==> config.mk <==
export PLATFORM = sky130hd
export DESIGN_NAME = bpa_ctrl
export DESIGN_NICKNAME = d
export VERILOG_FILES = /design/src/design/bpa_pkg.sv /design/src/design/bpa_ctrl.sv
export SDC_FILE = /design/constraint.sdc
export NUM_CORES = 1
export LEC_CHECK = 0
export BUFFER_PORTS_ARGS = -buffer_cell sky130_fd_sc_hd__buf_2
export CORE_MARGIN = 2
export CORE_UTILIZATION = 24
export CTS_BUF_LIST = sky130_fd_sc_hd__clkbuf_16
export DETAILED_ROUTE_END_ITERATION = 12
export PLACE_DENSITY = 0.91
export SYNTH_ARGS = -nofsm -noshare
export SYNTH_HDL_FRONTEND = slang
export SYNTH_SLANG_ARGS = --single-unit
==> constraint.sdc <==
create_clock -name i_clk -period 3.67 [get_ports i_clk]
set_input_delay 0.1835 -clock i_clk [delete_from_list [all_inputs] [get_ports i_clk]]
set_output_delay 0.1835 -clock i_clk [all_outputs]
set_load 0.05 [all_outputs]
==> src/design/bpa_pkg.sv <==
// Shared types and codes for the bitmap page allocator.
// No dependencies.
package bpa_pkg;

    localparam int WORD_BITS = 64;

    localparam logic [1:0] OP_ALLOC_PAGE = 2'd0;
    localparam logic [1:0] OP_ALLOC_RUN  = 2'd1;
    localparam logic [1:0] OP_FREE_RUN   = 2'd2;
    localparam logic [1:0] OP_MARK       = 2'd3;

    localparam logic [1:0] ST_DONE    = 2'd0;
    localparam logic [1:0] ST_NO_MEM  = 2'd1;
    localparam logic [1:0] ST_IGNORED = 2'd2;

    typedef struct packed {
        logic [1:0]  opcode;
        logic [47:0] byte_address;
        logic [15:0] page_count;
        logic [47:0] region_length;
        logic        mark_used;
    } t_req;

    typedef struct packed {
        logic [26:0] page_address;
        logic [1:0]  status;
    } t_rsp;

    typedef enum logic [2:0] {
        CMD_NONE,
        CMD_CLEAR,
        CMD_LOAD,
        CMD_READ,
        CMD_SCAN_ONE,
        CMD_RUN_WORD,
        CMD_RUN_CHUNK,
        CMD_WRITE
    } t_cmd;

    typedef struct packed {
        logic clear_last;
        logic word_last;
        logic wrapped;
        logic one_hit;
        logic run_hit;
        logic word_full;
        logic chunk_last;
        logic range_empty;
        logic range_last;
    } t_dp_status;

endpackage

==> src/design/bpa_ctrl.sv <==
// Sequencer for the bitmap page allocator.
// Depends on bpa_pkg; drives the commands of bpa_dp.
module bpa_ctrl (
    input  logic                i_clk,
    input  logic                i_rst_n,
    input  logic                i_in_valid,
    output logic                o_in_ready,
    input  bpa_pkg::t_req       i_in_req,
    input  logic                i_out_free,
    input  bpa_pkg::t_dp_status i_status,
    output bpa_pkg::t_cmd       o_cmd,
    output logic                o_fin
);
    import bpa_pkg::*;

    typedef enum logic [3:0] {
        S_CLEAR,
        S_IDLE,
        S_ONE_RD,
        S_ONE_EV,
        S_RUN_RD,
        S_RUN_EV,
        S_RUN_CH,
        S_WR_RD,
        S_WR_WR,
        S_FIN
    } t_state;

    t_state r_state;
    t_state n_state;

    assign o_in_ready = (r_state == S_IDLE);

    always_comb begin
        n_state = r_state;
        o_cmd   = CMD_NONE;
        o_fin   = 1'b0;
        unique case (r_state)
            S_CLEAR: begin
                o_cmd = CMD_CLEAR;
                if (i_status.clear_last) n_state = S_IDLE;
            end
            S_IDLE: begin
                if (i_in_valid) begin
                    o_cmd = CMD_LOAD;
                    unique case (i_in_req.opcode)
                        OP_ALLOC_PAGE: n_state = S_ONE_RD;
                        OP_ALLOC_RUN: begin
                            priority if (i_in_req.page_count == 16'd0) n_state = S_FIN;
                            else if (i_in_req.page_count == 16'd1) n_state = S_ONE_RD;
                            else n_state = S_RUN_RD;
                        end
                        OP_FREE_RUN: n_state = S_WR_RD;
                        OP_MARK:     n_state = S_WR_RD;
                    endcase
                end
            end
            S_ONE_RD: begin
                o_cmd   = CMD_READ;
                n_state = S_ONE_EV;
            end
            S_ONE_EV: begin
                o_cmd = CMD_SCAN_ONE;
                if (i_status.one_hit || (i_status.word_last && i_status.wrapped))
                    n_state = S_FIN;
                else
                    n_state = S_ONE_RD;
            end
            S_RUN_RD: begin
                o_cmd   = CMD_READ;
                n_state = S_RUN_EV;
            end
            S_RUN_EV: begin
                o_cmd = CMD_RUN_WORD;
                priority if (!i_status.word_full) n_state = S_RUN_CH;
                else if (i_status.word_last) n_state = S_FIN;
                else n_state = S_RUN_RD;
            end
            S_RUN_CH: begin
                o_cmd = CMD_RUN_CHUNK;
                priority if (i_status.run_hit) n_state = S_WR_RD;
                else if (i_status.chunk_last)
                    n_state = i_status.word_last ? S_FIN : S_RUN_RD;
                else n_state = S_RUN_CH;
            end
            S_WR_RD: begin
                if (i_status.range_empty) begin
                    n_state = S_FIN;
                end else begin
                    o_cmd   = CMD_READ;
                    n_state = S_WR_WR;
                end
            end
            S_WR_WR: begin
                o_cmd   = CMD_WRITE;
                n_state = i_status.range_last ? S_FIN : S_WR_RD;
            end
            S_FIN: begin
                if (i_out_free) begin
                    o_fin   = 1'b1;
                    n_state = S_IDLE;
                end
            end
            default: n_state = S_IDLE;
        endcase
    end

    always_ff @(posedge i_clk) begin
        if (!i_rst_n) begin
            r_state <= S_CLEAR;
        end else begin
            r_state <= n_state;
        end
    end

endmodule

Yosys cells after proc, flatten, opt, wreduce, memory -nomap -nowiden:

Index checks and enable logic that the tools add are counted.

* register bits: 4
* latch bits: 0
* memory bits (writable): 0
* memory bits (read-only): 0
* input port bits: 128
* output and inout bits: 5
* logic and storage cells: 44
* memories: 0

* add/sub/neg operators: 0
* $mul: 0
* div/mod/pow operators: 0
* magnitude comparators: 0
* equal/unequal tests: 16
* shift-type cells: 0
* mux-type cells: 19
* bitwise logic cells: 0
* reduce and logical (&&, ||, !) cells: 8

Operators with widths (number)
* $mux W4: 10
* $pmux W4 S10: 1
* $pmux W3 S8: 1
* $eq A16 B1 Y1 const B: 1
* $eq A4 B3 Y1 const B: 4
* $logic_not A16 Y1: 1
* $pmux W4 S3: 1
* $eq A4 B2 Y1 const B: 2
* $eq A4 B4 Y1 const B: 2
* $ne A2 B2 Y1 const B: 3
* $eq A2 B2 Y1 const B: 2
* $eq A4 B1 Y1 const B: 1
* $logic_not A4 Y1: 1
* $mux W2: 2
* $reduce_or A2 Y1: 2
* $mux W1: 3
* $mux W3: 1
* $reduce_and A3 Y1: 1
* $eq A2 B1 Y1 const B: 1
* $logic_not A2 Y1: 1
* $logic_and A1 B1 Y1: 1
* $logic_or A1 B1 Y1: 1

Longest topological paths before layout:

Gate-level depths: netlist (run 1).

* depth after elaboration: 6
* mapped depth: 5
* depth with buffers taken out: 4

Worst setup path after synthesis (run 1):

No wires, ideal clock.

* kind: register to output
* start point: reg r_state[2]
* end point: out o_cmd[2]
* arrival time: 2.051 ns
* required time: 3.487 ns
* slack: 1.435 ns
* cell stages (with the launch flop): 5
* buffers on the path: 1
* cells stage by stage: dfxtp_1 -> buf_4 -> or2_1 -> a21oi_1 -> o32ai_1

* longest elaborated chain between the ends: 3
* elaborated cells on any way between the ends: 11
* those cells by class: eq/ne (8); mux (1); reduce/logical (2)

Ends and longest elaborated chain
* start, declared: RTL line bpa_ctrl.sv:29 `t_state r_state;`
* start signal, assigned: RTL line bpa_ctrl.sv:112 `r_state <= n_state;`
* $eq A4 B3 Y1 / $eq A4 B2 Y1 (equally long branches): RTL line bpa_ctrl.sv:38 `unique case (r_state)`
* $reduce_or A2 Y1 (no line)
* $pmux W3 S8 (*): RTL line bpa_ctrl.sv:38
* end, declared: RTL line bpa_ctrl.sv:11 `output bpa_pkg::t_cmd o_cmd,`

Every way passes the cells marked *; elsewhere a longest branch is shown, timed or not.

Final worst setup path (run 1):

* start point: reg r_state[3]
* end point: out o_cmd[2]

The elaborated chain is that of the path after synthesis.

==> impl_metrics.env, run 1 <==
export IMPL_top_layer_used="met4"
export IMPL_reg_largest_list="r_state: 4 flops"
export IMPL_drt_iter0_drc=7
export IMPL_avgSynthCellArea_um2=7.52
export IMPL_cp_slowest_stage_delay_ns=0.67
export IMPL_r2r_start="r_state[0]"
export IMPL_skew_ns=0.000796
export IMPL_power_switching_mw=0.0843
export IMPL_power_leakage_nw=0.349
export IMPL_gp_congestion=0.888
export IMPL_vias=756
export IMPL_cts_buffer_depth=2
export IMPL_finalMaxSlewViolations=0
export IMPL_grt_max_degree=24
export IMPL_crit_fanout=16
export IMPL_yosysMostFrequentCell="a21oi_1"
export IMPL_die_x_um=53.1
export IMPL_cp_end_kind="output pin"
export IMPL_clkTransAtPathRegs_ns=0.03
export IMPL_place_worst_setup_slack_ns=1.89
export IMPL_synth_edf_count=0
export IMPL_syn_num_nets=205
export IMPL_tns_ns=0
export IMPL_numCtsBuffers=3
export IMPL_dpl_cell_area_um2=756
export IMPL_p_per_area_nw_per_um2=363
export IMPL_hold_violations=0
export IMPL_max_freq_ghz=0.488
export IMPL_vias_per_cell=5.52
export IMPL_cp_slowest_cell="dfxtp_1"
export IMPL_synth_top_area_share=0.138
export IMPL_netSwitchingFraction=0.280
export IMPL_grt_pass1_vias=664
export IMPL_die_h_um=53.1
export IMPL_grt_ovfl_total=0
export IMPL_routedWlPerCell_um=13.5
export IMPL_core_um2=2250
export IMPL_hold_class="input port to register"
export IMPL_seq_power_share=0.185
export IMPL_synthTopCellsByArea="dfxtp_1, a21oi_1, nand2b_1, nor4_1, nor4b_4"
export IMPL_slew_headroom=0.516
export IMPL_ir_worst_vdd_uv=309
export IMPL_drt_met1_wl_um=755
export IMPL_largest_reg_flops=4
export IMPL_clkLatencyLatePin_ns=0.22
export IMPL_grt_pass1_wl_mm=2.81
export IMPL_hold_buffers=0
export IMPL_min_from="i_rst_n"
export IMPL_fillers=235
export IMPL_die_area_um2=2820
export IMPL_n_antenna_cell=0
export IMPL_initial_utilization=0.257
export IMPL_root_buffer="clkbuf_16"
export IMPL_fin_ws_ns=1.62
export IMPL_synth_cell_types=42
export IMPL_outcome="completed"
export IMPL_htreeDepth=1
export IMPL_p_comb_frac=0.259
export IMPL_regMostFlops="r_state"
export IMPL_drc=0
export IMPL_crit_arrival_ns=1.87
export IMPL_layout_drive_gt1_share=0.394
export IMPL_rsz0062_at_grt="false"
export IMPL_post_cts_setup_buffer_count=0
export IMPL_wl_met2_um=891
export IMPL_finalSetupViolations=0
export IMPL_synthArstFlopShare=0
export IMPL_crit_path_start_kind="register"
export IMPL_dpl_hpwl_mm=1.31
export IMPL_post_cts_resized=0
export IMPL_clock_sinks=4
export IMPL_critPathLaunch="r_state[3]"
export IMPL_cap_violations=0
export IMPL_synth_warnings=0
export IMPL_cp_cell_sequence="or3b_1 > o32ai_1 > buf_2"
export IMPL_post_route_period_util=0.558
export IMPL_synth_cell_area_um2=579
export IMPL_wl_mm=1.85
export IMPL_synth_cells=77
export IMPL_io_buffers=35
export IMPL_cts_tree="built"
export IMPL_power_frac_clock=0.556
export IMPL_path_delay_family="flip-flops"
export IMPL_synth_seq_cells=4
export IMPL_ys_top_cells_by_count="a21oi_1, dfxtp_1, nand2b_1, nor4_1, o21ai_0"
export IMPL_fin_crit_ns=2.05
export IMPL_max_slew_worst_pin_slew_ns=0.725
export IMPL_syn2layout_area_growth_pct=43.4
export IMPL_pin_count=133
export IMPL_synth_top_area_cell="dfxtp_1"
export IMPL_required_ns=3.49
export IMPL_synth_ff_type="dfxtp_1"
export IMPL_intPower_mw=0.217
export IMPL_fin_nets=239
export IMPL_worst_path_buf_inv=1
export IMPL_rows=17
export IMPL_fin_area_um2=831
export IMPL_antenna_found_initial=0
export IMPL_critPathKind="register to output pin"
export IMPL_final_antenna_net_count=0
export IMPL_reg2reg_slack_ns=1.87
export IMPL_dr_pass1_iters=4
export IMPL_routed_wl_met3_um=147
export IMPL_grt_usage=0.137
export IMPL_yosysSeqAreaShare=0.138
worst register-to-register path: cells and delay by family, from the launching register on:
kind               cells  cell delay, ns
DFF                    1            0.78
and+or+nand+nor        2            0.54
AOI/OAI and AO/OA      2            0.42
kinds of logic after synthesis:
group           Yosys count  synth area share
flops                     4             0.138
compound gates           34             0.421
simple gates             30             0.363
buf+inv                   9            0.0777
layer usage:
layer,global-route usage,vias to the layer above
li1,-,375
met1,0.159,330
met2,0.223,45
met3,0.0537,6
met4,0.0556,0
met5,0,-
cell usage in the layout, fill, tap and decap left out, types with 2 or more instances in the layout:
master	Yosys	layout
clkbuf_16	0	3
nor4_1	4	4
buf_2	3	35
o22ai_1	3	3
inv_1	3	3
a21oi_1	8	8
a211oi_1	3	3
nand2b_1	4	4
nor4b_1	2	2
dfxtp_1	4	4
nand2_1	3	3
o21ai_0	4	4
a21o_1	2	2
nor2_1	3	3
nand2_2	2	2
layout make-up:
| class | instances | area, um^2 | share of cell area |
|---|---|---|---|
| multi-input combinational | 64 | 454 | 0.547 |
| timing repair buffer | 35 | 175 | 0.211 |
| sequential | 4 | 80.1 | 0.0964 |
| tap | 28 | 35.0 | 0.0422 |
| clock buffer | 3 | 75.1 | 0.0904 |
| inverter | 3 | 11.3 | 0.0136 |
stage by stage:
stage / total power [mW] / hold slack (ns) / util / instances
final: 0.301 / 0.227 / 0.368 / 137
after global routing: 0.318 / 0.235 / 0.368 / 137
after CTS: 0.304 / 0.222 / 0.368 / 137
after detailed placement: 0.133 / 0.439 / 0.335 / 134
after global placement: 0.132 / 0.438 / 0.335 / 134
after floorplan: 0.105 / 0.306 / - / 77
final timing paths:
path                     end  cells after the start
hold / removal    r_state[0]                      3
hold reg to reg   r_state[2]                      3
setup / recovery    o_cmd[2]                      3
setup reg to reg  r_state[0]                      4
power by group through the flow:
| stage | Clock, mW | Sequential [mW] | Combinational, mW |
|---|---|---|---|
| 2_1_floorplan | 0 | 0.0482 | 0.0567 |
| 3_3_place_gp | 0 | 0.0557 | 0.0760 |
| 3_5_place_dp | 0 | 0.0558 | 0.0767 |
| 4_1_cts | 0.171 | 0.0552 | 0.0778 |
| 5_1_grt | 0.178 | 0.0567 | 0.0837 |
| 6_report | 0.168 | 0.0558 | 0.0779 |
(Power assumes the default switching activity.)
==> run 2: changes to the inputs <==
--- a/config.mk
+++ b/config.mk
@@ -5,12 +5,13 @@
 export SDC_FILE = /design/constraint.sdc
 export NUM_CORES = 1
 export LEC_CHECK = 0
+export ABC_AREA = 1
 export BUFFER_PORTS_ARGS = -buffer_cell sky130_fd_sc_hd__buf_2
 export CORE_MARGIN = 2
-export CORE_UTILIZATION = 24
+export CORE_UTILIZATION = 21
 export CTS_BUF_LIST = sky130_fd_sc_hd__clkbuf_16
 export DETAILED_ROUTE_END_ITERATION = 12
-export PLACE_DENSITY = 0.91
+export PLACE_DENSITY = 0.84
 export SYNTH_ARGS = -nofsm -noshare
 export SYNTH_HDL_FRONTEND = slang
 export SYNTH_SLANG_ARGS = --single-unit
==> constraint.sdc (replaced) <==
create_clock -name i_clk -period 1.8 [get_ports i_clk]
set_input_delay 0.09 -clock i_clk [delete_from_list [all_inputs] [get_ports i_clk]]
set_output_delay 0.09 -clock i_clk [all_outputs]
set_load 0.05 [all_outputs]
==> run 2 against run 1 <==
  * Core utilization fell by 4.2 points
  * Design area rose by 6.5%
  * Wire length fell by 2.3%
  * Total power rose to 4.0 times the previous value
  * Worst setup slack got worse by 1.4 ns
  * Via count rose by 14%
  * Hold slack got worse by 0.11 ns
  * Global-route usage fell by 2.9 points
  * Die area rose by 15%
  * Clock skew rose by 0.0029 ns
  * Critical endpoint is now o_cmd[1]
==> impl_metrics.env, run 2 <==
export IMPL_grt_pass1_vias=691
export IMPL_wl_mm=1.81
export IMPL_clkTransAtPathRegs_ns=0.03
export IMPL_cap_violations=0
export IMPL_post_route_period_util=0.899
export IMPL_synthTopCellsByArea="nand2_1, nor2_1, dfxtp_1, inv_1, nand3_1"
export IMPL_synth_seq_cells=4
export IMPL_fin_nets=288
export IMPL_io_buffers=35
export IMPL_crit_arrival_ns=1.53
export IMPL_finalSetupViolations=0
export IMPL_path_delay_family="simple AND/OR/NAND/NOR gates"
export IMPL_outcome="completed"
export IMPL_vias_per_cell=4.56
export IMPL_synth_edf_count=0
export IMPL_die_area_um2=3250
export IMPL_numCtsBuffers=3
export IMPL_power_frac_clock=0.287
export IMPL_required_ns=1.71
export IMPL_cts_tree="built"
export IMPL_syn2layout_area_growth_pct=50.1
export IMPL_largest_reg_flops=4
export IMPL_grt_ovfl_total=0
export IMPL_ys_top_cells_by_count="nand2_1, nor2_1, inv_1"
export IMPL_antenna_found_initial=0
export IMPL_synth_top_area_cell="nand2_1"
export IMPL_routedWlPerCell_um=9.55
export IMPL_grt_usage=0.108
export IMPL_netSwitchingFraction=0.500
export IMPL_post_cts_resized=0
export IMPL_total_power_mw=1.21
export IMPL_rsz0062_at_grt="false"
export IMPL_tns_ns=0
export IMPL_synthArstFlopShare=0
export IMPL_die_x_um=57.0
export IMPL_max_freq_ghz=0.618
export IMPL_slew_headroom=0.738
export IMPL_synth_ff_type="dfxtp_1"
export IMPL_cts_buffer_depth=2
export IMPL_vias=862
export IMPL_finalMaxSlewViolations=0
export IMPL_gp_congestion=0.889
export IMPL_cp_cell_sequence="inv_2 > nor3_1 > nor2_1 > nand4_1 > buf_2"
export IMPL_cp_end_kind="output pin"
export IMPL_die_h_um=57.0
export IMPL_dr_pass1_iters=4
export IMPL_drc=0
export IMPL_crit_fanout=5
export IMPL_place_worst_setup_slack_ns=0.455
export IMPL_fin_crit_ns=1.62
export IMPL_dp_cells=186
export IMPL_final_common_cell="buf_2"
export IMPL_rows=19
export IMPL_synth_top_area_share=0.217
export IMPL_drt_iter0_drc=36
export IMPL_synth_cell_types=19
export IMPL_seq_power_share=0.127
export IMPL_synth_cells=120
export IMPL_max_slew_worst_pin_slew_ns=0.389
export IMPL_reg_largest_list="r_state: 4 flops"
export IMPL_p_per_area_nw_per_um2=1370
export IMPL_power_switching_mw=0.607
export IMPL_grt_max_degree=7
export IMPL_fillers=305
export IMPL_clock_sinks=4
export IMPL_dpl_hpwl_mm=1.56
export IMPL_cp_slowest_stage_delay_ns=0.42
export IMPL_clkLatencyLatePin_ns=0.23
export IMPL_grt_pass1_wl_mm=2.78
export IMPL_post_cts_setup_buffer_count=0
export IMPL_p_comb_frac=0.586
export IMPL_syn_num_nets=248
export IMPL_critPathKind="register to output pin"
export IMPL_n_antenna_cell=0
export IMPL_root_buffer="clkbuf_16"
export IMPL_htreeDepth=1
export IMPL_hold_class="input port to register"
export IMPL_hold_buffers=0
export IMPL_power_leakage_nw=0.481
export IMPL_regMostFlops="r_state"
export IMPL_synth_warnings=0
export IMPL_final_antenna_net_count=0
export IMPL_core_um2=2710
export IMPL_skew_ns=0.00372
export IMPL_layout_drive_gt1_share=0.323
export IMPL_cp_slowest_cell="dfxtp_1"
export IMPL_synth_cell_area_um2=589
export IMPL_hold_violations=0
export IMPL_pin_count=133
export IMPL_intPower_mw=0.607
export IMPL_worst_path_buf_inv=2
export IMPL_crit_path_start_kind="register"
export IMPL_yosysSeqAreaShare=0.136
export IMPL_avgSynthCellArea_um2=4.91
export IMPL_yosysMostFrequentCell="nand2_1"
export IMPL_finalNonFillerCells=189
export IMPL_fin_ws_ns=0.181
export IMPL_initial_utilization=0.217
export IMPL_final_cell_mix="buf_2, nand2_1, nor2_1"
export IMPL_ir_worst_vdd_uv=910
## run 2: layer usage
layer | vias up | part of all wire | global-route usage
li1 | 461 | - | -
met1 | 368 | 0.47 | 0.142
met2 | 31 | 0.45 | 0.172
met3 | 2 | 0.063 | 0.0204
met4 | 0 | 0.011 | 0.0498
met5 | - | 0 | 0
## run 2: cell type report
class,instances,area [um^2],share of cell area
Clock buffer,3,75.1,0.0849
Inverter,17,63.8,0.0721
Multi-Input combinational cell,99,452,0.511
Sequential cell,4,80.1,0.0905
Tap cell,31,38.8,0.0438
Timing Repair Buffer,35,175,0.198
## run 2: kinds of logic after synthesis
kind of cell / after synthesis / share of synthesized area
DFF: 4 / 0.136
AOI/OAI and AO/OA: 9 / 0.0870
buffers and inverters: 17 / 0.108
and+or+nand+nor: 90 / 0.669
## run 2: tightest hold or removal path: cells and delay by family
family	cells	cell delay, ns
buffers and inverters	2	0.13
and+or+nand+nor	1	0.09
## run 2: power by group through the flow
stage / combinational [mW] / sequential, mW / clock [mW]
floorplan: 0.555 / 0.148 / 0
global placement: 0.701 / 0.156 / 0
detailed placement: 0.709 / 0.155 / 0
CTS: 0.711 / 0.154 / 0.353
global route: 0.779 / 0.157 / 0.359
finish: 0.711 / 0.154 / 0.349
## run 2: stage by stage
| step | utilization | hold WS, ns | area [um^2] |
|---|---|---|---|
| finish | 0.326 | 0.121 | 885 |
| global route | 0.326 | 0.149 | 885 |
| CTS | 0.326 | 0.124 | 885 |
| detailed placement | 0.299 | 0.359 | 810 |
| global placement | 0.299 | 0.351 | 810 |
| floorplan | - | 0.232 | 596 |
## run 2: worst paths after layout
path / endpoint / slack, ns / depth (start not counted) / from
worst min register to register: r_state[3] / 0.63 / 2 / r_state[0]
worst max register to register: r_state[1] / 0.43 / 8 / r_state[1]
worst min-delay path: r_state[1] / 0.12 / 3 / i_rst_n
worst max-delay path: o_cmd[1] / 0.18 / 5 / r_state[1]
==> run 3: changes to the inputs <==
--- a/config.mk
+++ b/config.mk
@@ -8,10 +8,10 @@
 export ABC_AREA = 1
 export BUFFER_PORTS_ARGS = -buffer_cell sky130_fd_sc_hd__buf_2
 export CORE_MARGIN = 2
-export CORE_UTILIZATION = 21
+export CORE_UTILIZATION = 25
 export CTS_BUF_LIST = sky130_fd_sc_hd__clkbuf_16
 export DETAILED_ROUTE_END_ITERATION = 12
-export PLACE_DENSITY = 0.84
+export PLACE_DENSITY = 0.94
 export SYNTH_ARGS = -nofsm -noshare
 export SYNTH_HDL_FRONTEND = slang
 export SYNTH_SLANG_ARGS = --single-unit
==> constraint.sdc (replaced) <==
create_clock -name i_clk -period 1.91 [get_ports i_clk]
set_input_delay 0.0955 -clock i_clk [delete_from_list [all_inputs] [get_ports i_clk]]
set_output_delay 0.0955 -clock i_clk [all_outputs]
set_load 0.05 [all_outputs]
==> run 3 against run 2 <==
  * Via count rose by 1.3%
  * First-iteration DRC count did not move
  * Clock power fell by 5%
  * Worst setup slack improved by 0.13 ns
  * Design area down 0.42%
  * Die area shrank 15%
  * Sequential cell count is the same
  * Combinational power down 5.8%
  * Sequential share of layout area is essentially flat
  * Total power is 5.0% lower
  * Global-route usage up 4.2 points
  * Wire length up 0.55%
  * Critical path type unchanged
  * Critical endpoint unchanged
  * Largest cell class unchanged
  * Largest power group unchanged
==> impl_metrics.env, run 3 (synthesis results as in run 2) <==
export IMPL_die_area_um2=2760
export IMPL_drt_iter0_drc=36
export IMPL_multi_input_area_um2=452
export IMPL_die_h_um=52.6
export IMPL_grt_ovfl_total=0
export IMPL_clkLatencyLatePin_ns=0.23
export IMPL_crit_top_cell="nand2_1"
export IMPL_grt_usage=0.150
export IMPL_cp_slowest_cell="dfxtp_1"
export IMPL_total_power_mw=1.15
export IMPL_vias=873
export IMPL_htreeDepth=1
export IMPL_cp_slowest_stage_delay_ns=0.32
export IMPL_crit_fanout=5
export IMPL_power_leakage_nw=0.481
export IMPL_post_cts_resized=0
export IMPL_cp_cell_sequence="inv_2 > nand2_1 > inv_1 > nand2_1 > and2_2 > nand4_1 > buf_2"
export IMPL_n_antenna_cell=0
export IMPL_worst_path_buf_inv=3
export IMPL_post_cts_setup_buffer_count=0
export IMPL_max_freq_ghz=0.625
export IMPL_final_core_util=0.398
export IMPL_cts_buffer_depth=2
export IMPL_cts_tree="built"
export IMPL_crit_arrival_ns=1.50
export IMPL_layout_drive_gt1_share=0.323
export IMPL_crit_path_start_kind="register"
export IMPL_largest_reg_flops=4
export IMPL_clkTransAtPathRegs_ns=0.03
export IMPL_rows=17
export IMPL_final_common_cell="buf_2"
export IMPL_initial_utilization=0.266
export IMPL_max_slew_worst_pin_slew_ns=0.327
export IMPL_final_cell_mix="buf_2, nand2_1, nor2_1"
export IMPL_hold_violations=0
export IMPL_gp_congestion=0.885
export IMPL_drc=0
export IMPL_p_per_area_nw_per_um2=1310
export IMPL_place_worst_setup_slack_ns=0.554
export IMPL_dr_pass1_iters=4
export IMPL_vias_per_cell=4.69
export IMPL_regMostFlops="r_state"
export IMPL_slew_headroom=0.780
export IMPL_ir_worst_vdd_uv=1090
export IMPL_routedWlPerCell_um=9.76
export IMPL_post_route_period_util=0.838
export IMPL_root_buffer="clkbuf_16"
export IMPL_outcome="completed"
export IMPL_path_delay_family="buffers and inverters"
export IMPL_finalSetupViolations=0
export IMPL_wl_mm=1.82
export IMPL_critPathKind="register to output pin"
export IMPL_antenna_found_initial=0
export IMPL_reg_largest_list="r_state: 4 flops"
export IMPL_grt_pass1_vias=749
export IMPL_required_ns=1.81
export IMPL_numCtsBuffers=3
export IMPL_final_antenna_net_count=0
export IMPL_tns_ns=0
export IMPL_finalNonFillerCells=186
export IMPL_dpl_hpwl_mm=1.47
export IMPL_clock_sinks=4
export IMPL_grt_pass1_wl_mm=2.95
export IMPL_dp_cells=183
export IMPL_pin_count=133
export IMPL_cp_end_kind="output pin"
export IMPL_finalMaxSlewViolations=0
export IMPL_hold_buffers=0
export IMPL_syn2layout_area_growth_pct=49.5
export IMPL_fin_nets=288
export IMPL_core_um2=2210
export IMPL_skew_ns=0.00548
export IMPL_fin_crit_ns=1.60
export IMPL_cap_violations=0
export IMPL_io_buffers=35
export IMPL_rsz0062_at_grt="false"
export IMPL_fillers=226
export IMPL_die_x_um=52.6
export IMPL_fin_ws_ns=0.310
export IMPL_grt_max_degree=7
export IMPL_hold_class="input port to register"
export IMPL_register_area_um2=80.1
[run 3: cell counts in the layout (fill, tap and decap cells not counted)]
Identical to the previous run, type by type.
[run 3: area by class of cell]
type,instances,area share
clock buffer,3,0.0852
inverter,17,0.0724
multi-input combinational,99,0.513
sequential,4,0.0909
tap,28,0.0398
timing repair buffer,35,0.199
[run 3: report_power, final]
| part | internal (mW) | leakage (nW) | switching (mW) |
|---|---|---|---|
| sequential | 0.108 | 0.0327 | 0.0413 |
| combinational | 0.196 | 0.411 | 0.474 |
| clock | 0.268 | 0.0370 | 0.0653 |
| total | 0.572 | 0.481 | 0.581 |
[run 3: path summary, 6_finish.rpt]
| check | depth (start not counted) | slack [ns] | startpoint | to |
|---|---|---|---|---|
| worst max-delay path | 7 | 0.31 | r_state[3] | o_cmd[1] |
| worst min-delay path | 3 | 0.13 | i_rst_n | r_state[0] |
| worst max register to register | 10 | 0.54 | r_state[3] | r_state[0] |
| worst min register to register | 2 | 0.68 | r_state[0] | r_state[3] |
[run 3: routing by layer]
| metal | GRT usage | up-vias | wire (um) |
|---|---|---|---|
| li1 | - | 463 | - |
| met1 | 0.181 | 357 | 767 |
| met2 | 0.233 | 49 | 816 |
| met3 | 0.0457 | 4 | 191 |
| met4 | 0.0855 | 0 | 39 |
| met5 | 0 | - | 0 |
[run 3: metrics by stage]
stage                     area, um^2  hold slack [ns]
after floorplan                  596            0.237
after global placement           806            0.359
after detailed placement         806            0.360
after CTS                        881            0.126
after global routing             881            0.147
final                            881            0.126
[run 3: worst min-delay path, cell delays in order]
cell and delay (ns):
buf_2 0.10, o21ai_0 0.06, nor2_1 0.04
